$ cat src/hdl/fen_pkg.sv
`timescale 1ns / 1ps
// fen_pkg: types, codes and character constants for the FEN parser.
// No dependencies; imported by fen_step, fen_out_reg and fen_position_parser.

package fen_pkg;

    localparam int FULLMOVE_BITS  = 16;
    localparam int FULLMOVE_OUT_W = 16;
    localparam int FM_EXT_BITS    = FULLMOVE_BITS + 4;
    localparam logic [FULLMOVE_BITS-1:0] FM_MAX = {FULLMOVE_BITS{1'b1}};

    localparam int TDATA_IN_W  = 8;
    localparam int TDATA_OUT_W = 56;
    localparam int TUSER_OUT_W = 2;

    localparam logic [7:0] CH_SPACE = 8'h20;
    localparam logic [7:0] CH_TAB   = 8'h09;
    localparam logic [7:0] CH_SLASH = 8'h2F;
    localparam logic [7:0] CH_DASH  = 8'h2D;
    localparam logic [7:0] CH_ZERO  = 8'h30;
    localparam logic [7:0] CH_ONE   = 8'h31;
    localparam logic [7:0] CH_THREE = 8'h33;
    localparam logic [7:0] CH_SIX   = 8'h36;
    localparam logic [7:0] CH_EIGHT = 8'h38;
    localparam logic [7:0] CH_NINE  = 8'h39;
    localparam logic [7:0] CH_LC_A  = 8'h61;
    localparam logic [7:0] CH_LC_B  = 8'h62;
    localparam logic [7:0] CH_LC_H  = 8'h68;
    localparam logic [7:0] CH_LC_W  = 8'h77;

    localparam logic [3:0] FILES_PER_RANK = 4'd8;
    localparam logic [2:0] TOP_RANK       = 3'd7;
    localparam logic [2:0] CASTLE_DONE    = 3'd4;
    localparam logic [2:0] EP_RANK_WHITE  = 3'd2;
    localparam logic [2:0] EP_RANK_BLACK  = 3'd5;

    typedef enum logic [3:0] {
        PH_IDLE,
        PH_LEAD,
        PH_BOARD,
        PH_STM,
        PH_SP_STM,
        PH_CASTLE,
        PH_EP_FIRST,
        PH_EP_RANK,
        PH_SP_EP,
        PH_HALF_FIRST,
        PH_HALF_SECOND,
        PH_SP_HALF,
        PH_FULL_FIRST,
        PH_FULL_MORE
    } phase_t;

    typedef enum logic [1:0] {
        KIND_PLACE   = 2'd0,
        KIND_SUMMARY = 2'd1,
        KIND_ERROR   = 2'd2
    } kind_t;

    typedef enum logic [3:0] {
        ERR_NONE      = 4'd0,
        ERR_SYMBOL    = 4'd1,
        ERR_FILES     = 4'd2,
        ERR_SEPARATOR = 4'd3,
        ERR_SPACE     = 4'd4,
        ERR_COLOR     = 4'd5,
        ERR_CASTLE    = 4'd6,
        ERR_EPFILE    = 4'd7,
        ERR_EPRANK    = 4'd8,
        ERR_HALFMOVE  = 4'd9,
        ERR_FULLMOVE  = 4'd10,
        ERR_EARLY_END = 4'd11
    } err_t;

    typedef struct packed {
        phase_t                   phase;
        logic [3:0]               file_cnt;
        logic [2:0]               rank_cnt;
        logic                     side;
        logic [3:0]               castle;
        logic [2:0]               castle_next;
        logic                     ep_present;
        logic [2:0]               ep_file;
        logic                     ep_rank6;
        logic [6:0]               halfmove;
        logic [FULLMOVE_BITS-1:0] fullmove;
        logic                     sat;
    } fen_state_t;

    typedef struct packed {
        kind_t                     kind;
        logic [5:0]                square;
        logic [3:0]                piece;
        logic                      side;
        logic [3:0]                castle;
        logic                      ep_present;
        logic [5:0]                ep_square;
        logic [6:0]                halfmove;
        logic [FULLMOVE_OUT_W-1:0] fullmove;
        logic                      sat;
        err_t                      err;
    } fen_result_t;

    localparam fen_state_t STATE_CLEAR = '{
        phase:       PH_IDLE,
        file_cnt:    4'd0,
        rank_cnt:    TOP_RANK,
        side:        1'b0,
        castle:      4'd0,
        castle_next: 3'd0,
        ep_present:  1'b0,
        ep_file:     3'd0,
        ep_rank6:    1'b0,
        halfmove:    7'd0,
        fullmove:    '0,
        sat:         1'b0
    };

    // {found, code}
    function automatic logic [4:0] piece_lookup(input logic [7:0] c);
        logic [4:0] r;
        case (c)
            8'h50:   r = {1'b1, 4'd0};
            8'h4E:   r = {1'b1, 4'd1};
            8'h42:   r = {1'b1, 4'd2};
            8'h52:   r = {1'b1, 4'd3};
            8'h51:   r = {1'b1, 4'd4};
            8'h4B:   r = {1'b1, 4'd5};
            8'h70:   r = {1'b1, 4'd6};
            8'h6E:   r = {1'b1, 4'd7};
            8'h62:   r = {1'b1, 4'd8};
            8'h72:   r = {1'b1, 4'd9};
            8'h71:   r = {1'b1, 4'd10};
            8'h6B:   r = {1'b1, 4'd11};
            default: r = 5'd0;
        endcase
        return r;
    endfunction

    // {found, index}: K Q k q
    function automatic logic [2:0] castle_lookup(input logic [7:0] c);
        logic [2:0] r;
        case (c)
            8'h4B:   r = {1'b1, 2'd0};
            8'h51:   r = {1'b1, 2'd1};
            8'h6B:   r = {1'b1, 2'd2};
            8'h71:   r = {1'b1, 2'd3};
            default: r = 3'd0;
        endcase
        return r;
    endfunction

endpackage

$ cat src/hdl/fen_step.sv
`timescale 1ns / 1ps
// fen_step: combinational update of the parser state for one character.
// Depends on fen_pkg.

module fen_step
    import fen_pkg::*;
(
    input  fen_state_t  st,
    input  logic [7:0]  char_code,
    input  logic        start_req,
    input  logic        text_end,
    output fen_state_t  st_next,
    output logic        res_valid,
    output fen_result_t res
);

    logic                   digit;
    logic [3:0]             dval;
    logic [4:0]             fsum;
    logic [4:0]             pc;
    logic [2:0]             ci;
    logic [FM_EXT_BITS-1:0] fm_ext;
    logic [FM_EXT_BITS-1:0] fm_prod;
    logic                   go_board;
    logic                   quiet;
    logic                   summ;
    logic                   place;
    logic [5:0]             place_sq;
    err_t                   err;
    fen_state_t             s;

    always_comb
    begin
        digit    = (char_code >= CH_ZERO) && (char_code <= CH_NINE);
        dval     = digit ? char_code[3:0] : 4'd0;
        pc       = piece_lookup(char_code);
        ci       = castle_lookup(char_code);
        s        = st;
        go_board = 1'b0;
        quiet    = 1'b0;
        summ     = 1'b0;
        place    = 1'b0;
        place_sq = 6'd0;
        err      = ERR_NONE;
        fsum     = 5'd0;

        if (start_req)
        begin
            s       = STATE_CLEAR;
            s.phase = PH_LEAD;
        end

        fm_ext  = {4'd0, s.fullmove};
        fm_prod = (fm_ext << 3) + (fm_ext << 1) + {{(FM_EXT_BITS-4){1'b0}}, dval};

        case (s.phase)
            PH_IDLE:
            begin
                quiet = 1'b1;
            end
            PH_LEAD:
            begin
                if (char_code != CH_SPACE && char_code != CH_TAB)
                    go_board = 1'b1;
            end
            PH_BOARD:
            begin
                go_board = 1'b1;
            end
            PH_STM:
            begin
                if (char_code == CH_LC_W)
                begin
                    s.side  = 1'b0;
                    s.phase = PH_SP_STM;
                end
                else if (char_code == CH_LC_B)
                begin
                    s.side  = 1'b1;
                    s.phase = PH_SP_STM;
                end
                else
                    err = ERR_COLOR;
            end
            PH_SP_STM:
            begin
                if (char_code != CH_SPACE)
                    err = ERR_SPACE;
                else
                    s.phase = PH_CASTLE;
            end
            PH_CASTLE:
            begin
                if (s.castle_next == 3'd0 && char_code == CH_DASH)
                    s.castle_next = CASTLE_DONE;
                else if (ci[2] && {1'b0, ci[1:0]} >= s.castle_next)
                begin
                    s.castle[ci[1:0]] = 1'b1;
                    s.castle_next     = {1'b0, ci[1:0]} + 3'd1;
                end
                else if (s.castle_next == 3'd0)
                    err = ERR_CASTLE;
                else if (char_code == CH_SPACE)
                    s.phase = PH_EP_FIRST;
                else
                    err = ERR_SPACE;
            end
            PH_EP_FIRST:
            begin
                if (char_code == CH_DASH)
                begin
                    s.ep_present = 1'b0;
                    s.phase      = PH_SP_EP;
                end
                else if (char_code >= CH_LC_A && char_code <= CH_LC_H)
                begin
                    s.ep_file = 3'(char_code - CH_LC_A);
                    s.phase   = PH_EP_RANK;
                end
                else
                    err = ERR_EPFILE;
            end
            PH_EP_RANK:
            begin
                if (char_code == CH_THREE || char_code == CH_SIX)
                begin
                    s.ep_rank6   = (char_code == CH_SIX);
                    s.ep_present = 1'b1;
                    s.phase      = PH_SP_EP;
                end
                else
                    err = ERR_EPRANK;
            end
            PH_SP_EP:
            begin
                if (char_code != CH_SPACE)
                    err = ERR_SPACE;
                else
                    s.phase = PH_HALF_FIRST;
            end
            PH_HALF_FIRST:
            begin
                if (!digit)
                    err = ERR_HALFMOVE;
                else
                begin
                    s.halfmove = {3'd0, dval};
                    s.phase    = (dval == 4'd0) ? PH_SP_HALF : PH_HALF_SECOND;
                end
            end
            PH_HALF_SECOND:
            begin
                if (digit)
                begin
                    s.halfmove = (s.halfmove << 3) + (s.halfmove << 1) + {3'd0, dval};
                    s.phase    = PH_SP_HALF;
                end
                else if (char_code == CH_SPACE)
                    s.phase = PH_FULL_FIRST;
                else
                    err = ERR_SPACE;
            end
            PH_SP_HALF:
            begin
                if (char_code != CH_SPACE)
                    err = ERR_SPACE;
                else
                    s.phase = PH_FULL_FIRST;
            end
            PH_FULL_FIRST:
            begin
                if (!digit)
                    err = ERR_FULLMOVE;
                else
                begin
                    s.fullmove = {{(FULLMOVE_BITS-4){1'b0}}, dval};
                    if (dval == 4'd0 || text_end)
                        summ = 1'b1;
                    else
                        s.phase = PH_FULL_MORE;
                end
            end
            PH_FULL_MORE:
            begin
                if (!digit)
                    summ = 1'b1;
                else
                begin
                    if (s.sat || fm_prod > {4'd0, FM_MAX})
                    begin
                        s.fullmove = FM_MAX;
                        s.sat      = 1'b1;
                    end
                    else
                        s.fullmove = fm_prod[FULLMOVE_BITS-1:0];
                    if (text_end)
                        summ = 1'b1;
                end
            end
            default:
            begin
                s.phase = PH_IDLE;
                quiet   = 1'b1;
            end
        endcase

        if (go_board)
        begin
            s.phase = PH_BOARD;
            if (s.file_cnt >= FILES_PER_RANK)
            begin
                if (s.rank_cnt != 3'd0)
                begin
                    if (char_code != CH_SLASH)
                        err = ERR_SEPARATOR;
                    else
                    begin
                        s.rank_cnt = s.rank_cnt - 3'd1;
                        s.file_cnt = 4'd0;
                    end
                end
                else if (char_code != CH_SPACE)
                    err = ERR_SPACE;
                else
                    s.phase = PH_STM;
            end
            else if (char_code >= CH_ONE && char_code <= CH_EIGHT)
            begin
                fsum = {1'b0, s.file_cnt} + {1'b0, dval};
                if (fsum > {1'b0, FILES_PER_RANK})
                    err = ERR_FILES;
                else
                    s.file_cnt = fsum[3:0];
            end
            else if (!pc[4])
                err = ERR_SYMBOL;
            else
            begin
                place      = 1'b1;
                place_sq   = {s.rank_cnt, s.file_cnt[2:0]};
                s.file_cnt = s.file_cnt + 4'd1;
            end
        end

        if (err == ERR_NONE && !summ && !quiet && text_end)
            err = ERR_EARLY_END;

        res       = '0;
        res.kind  = KIND_PLACE;
        res.err   = ERR_NONE;
        res_valid = 1'b0;
        if (err != ERR_NONE)
        begin
            res_valid = 1'b1;
            res.kind  = KIND_ERROR;
            res.err   = err;
            s.phase   = PH_IDLE;
        end
        else if (summ)
        begin
            res_valid      = 1'b1;
            res.kind       = KIND_SUMMARY;
            res.side       = s.side;
            res.castle     = s.castle;
            res.ep_present = s.ep_present;
            res.ep_square  = s.ep_present ?
                             {(s.ep_rank6 ? EP_RANK_BLACK : EP_RANK_WHITE), s.ep_file} : 6'd0;
            res.halfmove   = s.halfmove;
            res.fullmove   = FULLMOVE_OUT_W'(s.fullmove);
            res.sat        = s.sat;
            s.phase        = PH_IDLE;
        end
        else if (place)
        begin
            res_valid  = 1'b1;
            res.square = place_sq;
            res.piece  = pc[3:0];
        end

        st_next = s;
    end

endmodule

$ cat src/hdl/fen_out_reg.sv
`timescale 1ns / 1ps
// fen_out_reg: result register on the master side, packs result fields into beats.
// Depends on fen_pkg.

module fen_out_reg
    import fen_pkg::*;
(
    input  logic                   clk,
    input  logic                   rst_n,
    input  logic                   load,
    input  logic                   load_valid,
    input  fen_result_t            res,
    output logic                   slot_free,
    output logic                   m_tvalid,
    input  logic                   m_tready,
    output logic [TDATA_OUT_W-1:0] m_tdata,   // square, piece, side_to_move, castle_rights,
                                              // ep_present, ep_square, halfmove_clock,
                                              // fullmove_number, fullmove_saturated,
                                              // error_code, zero pad
    output logic [TUSER_OUT_W-1:0] m_tuser    // kind
);

    logic        valid_reg;
    logic        valid_next;
    fen_result_t res_reg;

    assign slot_free  = !valid_reg || m_tready;
    assign valid_next = load ? load_valid : valid_reg;

    always_ff @(posedge clk or negedge rst_n)
    begin
        if (!rst_n)
            valid_reg <= 1'b0;
        else
            valid_reg <= valid_next;
    end

    always_ff @(posedge clk)
    begin
        if (load && load_valid)
            res_reg <= res;
    end

    assign m_tvalid = valid_reg;
    assign m_tuser  = res_reg.kind;
    assign m_tdata  = {6'd0, res_reg.err, res_reg.sat, res_reg.fullmove, res_reg.halfmove,
                       res_reg.ep_square, res_reg.ep_present, res_reg.castle, res_reg.side,
                       res_reg.piece, res_reg.square};

endmodule

$ cat src/hdl/fen_position_parser.sv
`timescale 1ns / 1ps
// fen_position_parser: top level of the streaming FEN record parser.
// Depends on fen_pkg, fen_step and fen_out_reg.

// One character per beat in, at most one result beat out per character. The parser
// sustains one character per clock while the master side does not stall; a character
// is held in the input register, is evaluated against the parse state by a single
// combinational step, and its result is loaded into the output register when the
// output slot is free; the output register drives the result beat on the master side.
// Back-pressure on the master side holds the input register and the parse state; the
// slave side keeps accepting while the input register is empty or moving on.

module fen_position_parser
    import fen_pkg::*;
(
    input  logic                   clk,
    input  logic                   rst_n,
    input  logic                   s_tvalid,
    output logic                   s_tready,
    input  logic [TDATA_IN_W-1:0]  s_tdata,   // char_code
    input  logic                   s_tuser,   // start_req
    input  logic                   s_tlast,   // text_end
    output logic                   m_tvalid,
    input  logic                   m_tready,
    output logic [TDATA_OUT_W-1:0] m_tdata,   // square, piece, side_to_move, castle_rights,
                                              // ep_present, ep_square, halfmove_clock,
                                              // fullmove_number, fullmove_saturated,
                                              // error_code, zero pad
    output logic [TUSER_OUT_W-1:0] m_tuser    // kind
);

    logic        in_valid_reg;
    logic        in_valid_next;
    logic [7:0]  in_char_reg;
    logic        in_start_reg;
    logic        in_last_reg;
    logic        slot_free;
    logic        advance;
    logic        step_valid;
    fen_result_t step_res;
    fen_state_t  state_reg;
    fen_state_t  state_next;
    fen_state_t  step_state;

    assign advance  = in_valid_reg && slot_free;
    assign s_tready = !in_valid_reg || slot_free;

    always_comb
    begin
        in_valid_next = in_valid_reg;
        if (s_tvalid && s_tready)
            in_valid_next = 1'b1;
        else if (advance)
            in_valid_next = 1'b0;
    end

    always_ff @(posedge clk or negedge rst_n)
    begin
        if (!rst_n)
            in_valid_reg <= 1'b0;
        else
            in_valid_reg <= in_valid_next;
    end

    always_ff @(posedge clk)
    begin
        if (s_tvalid && s_tready)
        begin
            in_char_reg  <= s_tdata;
            in_start_reg <= s_tuser;
            in_last_reg  <= s_tlast;
        end
    end

    fen_step u_step (
        .st        (state_reg),
        .char_code (in_char_reg),
        .start_req (in_start_reg),
        .text_end  (in_last_reg),
        .st_next   (step_state),
        .res_valid (step_valid),
        .res       (step_res)
    );

    assign state_next = advance ? step_state : state_reg;

    always_ff @(posedge clk or negedge rst_n)
    begin
        if (!rst_n)
            state_reg <= STATE_CLEAR;
        else
            state_reg <= state_next;
    end

    fen_out_reg u_out (
        .clk        (clk),
        .rst_n      (rst_n),
        .load       (slot_free),
        .load_valid (advance && step_valid),
        .res        (step_res),
        .slot_free  (slot_free),
        .m_tvalid   (m_tvalid),
        .m_tready   (m_tready),
        .m_tdata    (m_tdata),
        .m_tuser    (m_tuser)
    );

    // errors and summaries close the record
    a_close_idle: assert property (@(posedge clk) disable iff (!rst_n)
        (advance && step_valid && step_res.kind != KIND_PLACE) |=> (state_reg.phase == PH_IDLE))
        else $error("record not closed after final beat");

    // no result while idle unless a new record starts
    a_idle_silent: assert property (@(posedge clk) disable iff (!rst_n)
        (in_valid_reg && !in_start_reg && state_reg.phase == PH_IDLE) |-> !step_valid)
        else $error("result produced while idle");

    a_counts: assert property (@(posedge clk) disable iff (!rst_n)
        (state_reg.file_cnt <= FILES_PER_RANK) && (state_reg.castle_next <= CASTLE_DONE))
        else $error("file or castle counter out of range");

    // parse state moves only when a character is consumed
    a_state_hold: assert property (@(posedge clk) disable iff (!rst_n)
        !advance |=> $stable(state_reg))
        else $error("parse state changed without a character");

endmodule

$ cat config.mk
export PLATFORM = sky130hd
export DESIGN_NAME = fen_position_parser
export DESIGN_NICKNAME = d
export VERILOG_FILES = /design/src/hdl/fen_pkg.sv /design/src/hdl/fen_step.sv /design/src/hdl/fen_out_reg.sv /design/src/hdl/fen_position_parser.sv
export SDC_FILE = /design/constraint.sdc
export NUM_CORES = 1
export LEC_CHECK = 0
export BUFFER_PORTS_ARGS = -buffer_cell sky130_fd_sc_hd__buf_2
export CAP_MARGIN = 40
export CORE_MARGIN = 2
export CORE_UTILIZATION = 45
export DETAILED_ROUTE_END_ITERATION = 12
export GPL_TIMING_DRIVEN = 0
export PLACE_DENSITY_LB_ADDON = 0.15
export SYNTH_ARGS = -nofsm -noshare
export SYNTH_HDL_FRONTEND = slang
export SYNTH_HIERARCHICAL = 1
export SYNTH_SLANG_ARGS = --single-unit
$ cat constraint.sdc
create_clock -name clk -period 4.8 [get_ports clk]
set_input_delay 0.48 -clock clk [delete_from_list [all_inputs] [get_ports clk]]
set_output_delay 0.48 -clock clk [all_outputs]
set_load 0.01 [all_outputs]
### Word-level counts from Yosys, hierarchy flattened

Index checks and enable logic that the tools add are counted.

| storage, ports and cells | value |
|---|---|
| bits in latches | 0 |
| register bits | 112 |
| output and inout bits | 60 |
| memories | 0 |
| memory bits (read-only) | 0 |
| input port bits | 14 |
| bits in writable memories | 0 |

| cells by class | value |
|---|---|
| $add $sub $neg | 9 |
| muxes and demuxes | 103 |
| shifts and indexed selects | 0 |
| reductions and logical operators | 36 |
| divide/modulo/power cells | 0 |
| multiply operators | 0 |
| bitwise gates (word level) | 6 |
| $lt $le $gt $ge | 12 |
| eq/ne operators | 33 |

Operator list:

| operator | number |
|---|---|
| two-way mux 4 bit | 44 |
| == test 8 x 7 -> 1 bit (second input constant) | 13 |
| one-hot mux 5 bit (12 select lines) | 1 |
| two-way mux 48 bit | 1 |
| one-hot mux 4 bit (11 select lines) | 1 |
| two-way mux 7 bit | 6 |
| two-way mux 3 bit | 11 |
| == test 8 x 6 -> 1 bit (second input constant) | 4 |
| two-way mux 16 bit | 2 |
| one-hot mux 16 bit (2 select lines) | 1 |
| one-hot mux 4 bit (8 select lines) | 1 |
| two-way mux 1 bit | 27 |
| == test 4 bit (second input constant) | 6 |
| adder 19 x 17 -> 20 bit | 1 |
| adder 20 x 4 -> 20 bit | 1 |
| > comparator 20 x 16 -> 1 bit (second input constant) | 1 |
| two-way mux 17 bit | 1 |
| == test 4 x 3 -> 1 bit (second input constant) | 4 |
| greater-or-equal comparator 8 x 6 -> 1 bit (second input constant) | 2 |
| <= comparator 8 x 6 -> 1 bit (second input constant) | 2 |
| != test 8 x 6 -> 1 bit (second input constant) | 2 |
| logical AND 1 bit | 14 |
| one-hot mux 7 bit (2 select lines) | 1 |
| OR reduction 13 bit | 1 |
| 33 further kinds | 51 |

### Logic depth before layout (Yosys ltp)

| logic depth | value |
|---|---|
| word-level depth | 20 |
| mapped depth | 18 |
| mapped depth without buffers | 17 |

### Modules after synthesis

Netlist, hierarchy kept.

Modules (own cells, without submodules):

| module | cells an instance | area each (um^2) | times used |
|---|---|---|---|
| fen_step | 624 | 4115.2 | 1 |
| fen_position_parser | 117 | 2218.4 | 1 |
| fen_out_reg | 63 | 1664.1 | 1 |

### Least setup slack after synthesis

OpenSTA, ideal clock, no wires.

| timing | value |
|---|---|
| kind | register to register |
| start | register in_char_reg[1] |
| end | register state_reg[2] (netlist name) |
| arrival | 4523 ps |
| setup slack | 152 ps |
| cell stages (with the launch flop) | 19 |
| setup time | 125 ps |
| path through | edfxtp_1 -> inv_1 -> ha_1 -> o21bai_1 -> a21oi_1 -> and2_1 -> inv_1 -> fa_1 -> inv_1 -> fa_1 -> a211oi_1 -> o21a_1 -> o211ai_1 -> a2111oi_0 -> nor3_1 -> clkbuf_1 -> nor4b_1 -> nor3_1 -> mux2_2 |

RTL lines:

| item | RTL line | text |
|---|---|---|
| start, declared | fen_position_parser.sv:34 | `logic [7:0] in_char_reg;` |
| start signal, assigned | fen_position_parser.sv:69 | `in_char_reg <= s_tdata;` |
| end signal, assigned | fen_position_parser.sv:92 | `state_reg <= state_next;` |
| end, declared | fen_position_parser.sv:41 | `fen_state_t state_reg;` |

### Worst setup path after layout

| timing | value |
|---|---|
| start | register in_char_reg[0] |
| end | register u_out.res_reg (netlist bit u_out/m_tdata[30]), data pin |

| on the way | value |
|---|---|
| longest elaborated chain between the ends | 18 |

RTL lines:

| item | RTL line | text |
|---|---|---|
| parallel branches: the longest is 18 deep, another holds adder 20 x 4 -> 20 bit | - |  |
| end signal, assigned | fen_out_reg.sv:41 | `res_reg <= res;` |
| end, declared | fen_out_reg.sv:25 | `fen_result_t res_reg;` |

Several ways; the timed one is not identified.
A chain may end at the register's enable or synchronous reset.

==> impl_metrics.env <==
export IMPL_status="finished, final reports clean"
export IMPL_grt_usage=0.231
export IMPL_antenna_left=0
export IMPL_numCtsBuffers=9
export IMPL_diodes=0
export IMPL_cpLargestDelayFamily="compound AO/OA/AOI/OAI gates"
export IMPL_rows=48
export IMPL_clkPwrFrac=0.293
export IMPL_routed_wl_um=21400
export IMPL_post_route_util=0.541
export IMPL_synthFlopType="edfxtp_1"
export IMPL_rsz0062_at_grt="false"
export IMPL_first_pass_iters=5
export IMPL_wire_per_inst_um=18.8
export IMPL_slowest_delay_ps=550
export IMPL_final_common_cell="nand2_1"
export IMPL_maxSlewViolCount=0
export IMPL_drv_cap=0
export IMPL_routabilityCongestion=0.920
export IMPL_end_kind="register"
export IMPL_post_route_min_period_ps=4670
export IMPL_antenna_found_initial=0
export IMPL_dp_hpwl_um=15500
export IMPL_yosys_warnings=6
export IMPL_die_w_um=137
export IMPL_synthToLayoutAreaGrowth_pct=17.3
export IMPL_setup_violations_final=0
export IMPL_cp_cell_sequence="inv_2, ha_4, o21bai_4, a21oi_4, and2_4, inv_1, fa_1, inv_1, ha_1, a211oi_1, o211ai_1, nand4_1, a311oi_1, mux2i_1, buf_4, nor4b_4, nor4_1"
export IMPL_power_frac_seq=0.442
export IMPL_cts_hold_buf=0
export IMPL_grt_pass1_wl_um=33100
export IMPL_drive_above_1_share=0.252
export IMPL_combPwrFrac=0.265
export IMPL_peakVddDrop_mv=0.304
export IMPL_core_sq_mm=0.0174
export IMPL_fin_tns_setup_ps=0
export IMPL_clk_pin_slew_ps=70
export IMPL_synthArstFlopShare=0.446
export IMPL_max_slew_margin=0.479
export IMPL_slowest_stage="fa_1"
export IMPL_cpMostUsedCell="inv_1"
export IMPL_pin_count=74
export IMPL_die_area_sq_mm=0.0189
export IMPL_drt_initial_drc_count=490
export IMPL_fin_crit_sh=0.972
export IMPL_htreeDepth=3
export IMPL_initial_utilization=0.461
export IMPL_portBuffers=67
export IMPL_clock_latency_ps=360
export IMPL_pre_cts_ws_ps=-1100
export IMPL_max_freq_mhz=214
export IMPL_clock_path_buffers=2
export IMPL_crit_arrival_ps=4790
export IMPL_final_cell_mix="nand2_1 (81), buf_2 (73), edfxtp_1 (62)"
export IMPL_vias_per_cell=5.82
export IMPL_seq_area_frac_synth=0.390
export IMPL_ys_types=86
export IMPL_swShare=0.309
export IMPL_nets=988
export IMPL_p_total_mw=2.78
export IMPL_vias=6640
export IMPL_finalHoldViolations=0
export IMPL_power_density_mw_per_mm2=297
export IMPL_intPower_mw=1.92
export IMPL_crit_fanout=10
export IMPL_drc=0
export IMPL_grt_pass1_vias=6011
export IMPL_syn_inst=804
export IMPL_p_sw_uw=861
export IMPL_tightestPinTransition_ps=776
export IMPL_synth_area_sq_mm=0.00800
export IMPL_die_h_um=137
export IMPL_largest_register_ffs=50
export IMPL_hp_class="input port to async pin"
export IMPL_p_leak_nw=4.22
export IMPL_cts_tree="yes"
export IMPL_clock_sinks=112
export IMPL_grt_ovfl_total=0
export IMPL_start_kind="register"
export IMPL_crit_type="register to register"
export IMPL_ys_ff_latch=112
export IMPL_setup_ws_ps=132
export IMPL_skew_ps=9.52
export IMPL_avgSynthCellArea_sq_um=9.95
export IMPL_cp_data_required_time_ps=4920
export IMPL_synth_edf_count=62
export IMPL_root_buffer="clkbuf_16"
export IMPL_critPathBufInv=4
export IMPL_grt_max_degree=38
-- power by group through the flow --
stage | Clock [mW] | Combinational [mW] | Sequential [mW]
floorplan | 0 | 0.361 | 1.31
global placement | 0 | 0.661 | 1.26
detailed placement | 0 | 0.677 | 1.25
CTS | 0.833 | 0.699 | 1.23
global route | 0.863 | 0.795 | 1.25
finish | 0.815 | 0.737 | 1.23
-- final cells by class --
type                            count  area, sq um
Buffer                             43          260
Clock buffer                       11          233
Clock inverter                      5         81.3
Fill cell                        1598         7980
Inverter                           35          131
Multi-Input combinational cell    618         4720
Sequential cell                   112         3120
Tap cell                          225          282
Timing Repair Buffer               92          557
-- through the flow --
stage / cell area (sq um) / std cells / hold slack, ps
floorplan: 8020 / 809 / 184
global placement: 8630 / 1101 / 479
detailed placement: 8690 / 1105 / 485
CTS: 9190 / 1129 / 160
global route: 9380 / 1141 / 201
finish: 9380 / 1141 / 150
-- metal layers --
layer / part of all wire / vias to the layer above / wire [um] / global-route usage
met5: 0 / - / 0 / 0
li1: - / 3165 / - / -
met2: 0.44 / 227 / 9370 / 0.350
met4: 0.019 / 0 / 405 / 0.0693
met1: 0.49 / 3222 / 10500 / 0.343
met3: 0.055 / 26 / 1170 / 0.0302
-- path summary, 6_finish.rpt --
| path | startpoint | to | slack (ps) | cells after the start |
|---|---|---|---|---|
| setup / recovery | in_char_reg[0] | u_out/m_tdata[30] | 130 | 17 |
| hold / removal | rst_n | state_reg[42] | 150 | 1 |
| setup reg to reg | in_char_reg[0] | u_out/m_tdata[30] | 130 | 17 |
| hold reg to reg | state_reg[17] | state_reg[17] | 500 | 1 |
| max in group asynchronous | rst_n | state_reg[37] | 4020 | 2 |
| min in group clk | s_tdata[2] | in_char_reg[2] | 300 | 1 |
-- synth_stat cells, types with 8 or more instances --
cell      instances  share of area
a21o_1           10         0.0094
xnor2_1          11          0.012
nor2_1           58          0.027
a21oi_1          52          0.033
mux2_2           29          0.041
edfxtp_1         62           0.23
and3_1           10         0.0078
o22ai_1           9         0.0070
nor2b_1          28          0.022
buf_4             8         0.0075
ha_1             58          0.091
xor2_1            9         0.0099
inv_1            35          0.016
dfrtp_1          47           0.15
mux2_4           21          0.039
and2_1           22          0.017
a211oi_1          8         0.0075
clkbuf_1         26          0.012
o21a_1           13          0.012
nor3_1           14         0.0088
nand3_1          12         0.0075
nand2_1          81          0.038
o21ai_0          27          0.017
-- worst register-to-register path, delay by kind of cell (launching register included) --
| kind | cells | cell delay, ps |
|---|---|---|
| compound gates | 5 | 1050 |
| fa+ha+maj | 3 | 1040 |
| buf+inv | 4 | 660 |
| flops | 1 | 520 |
| mux | 1 | 320 |
| simple gates | 4 | 840 |
-- cell families after synthesis --
| logic type | share of synthesized area |
|---|---|
| buffers and inverters | 0.0452 |
| AOI/OAI and AO/OA | 0.174 |
| other | 0.000469 |
| adders and majority gates | 0.103 |
| xor gates and xnor gates | 0.0219 |
| and+or+nand+nor | 0.176 |
| muxes | 0.0890 |
| DFF | 0.390 |
-- timing repair --
| item | CTS | global route |
|---|---|---|
| endpoints found under the hold margin | 0 | 0 |
| setup buffers | 9 | 12 |
| resized for setup | 38 | 23 |
| endpoints found under the setup margin | 92 | 84 |
| pin swaps | 4 | 5 |
Note: power is estimated with default switching activity, not from simulation.
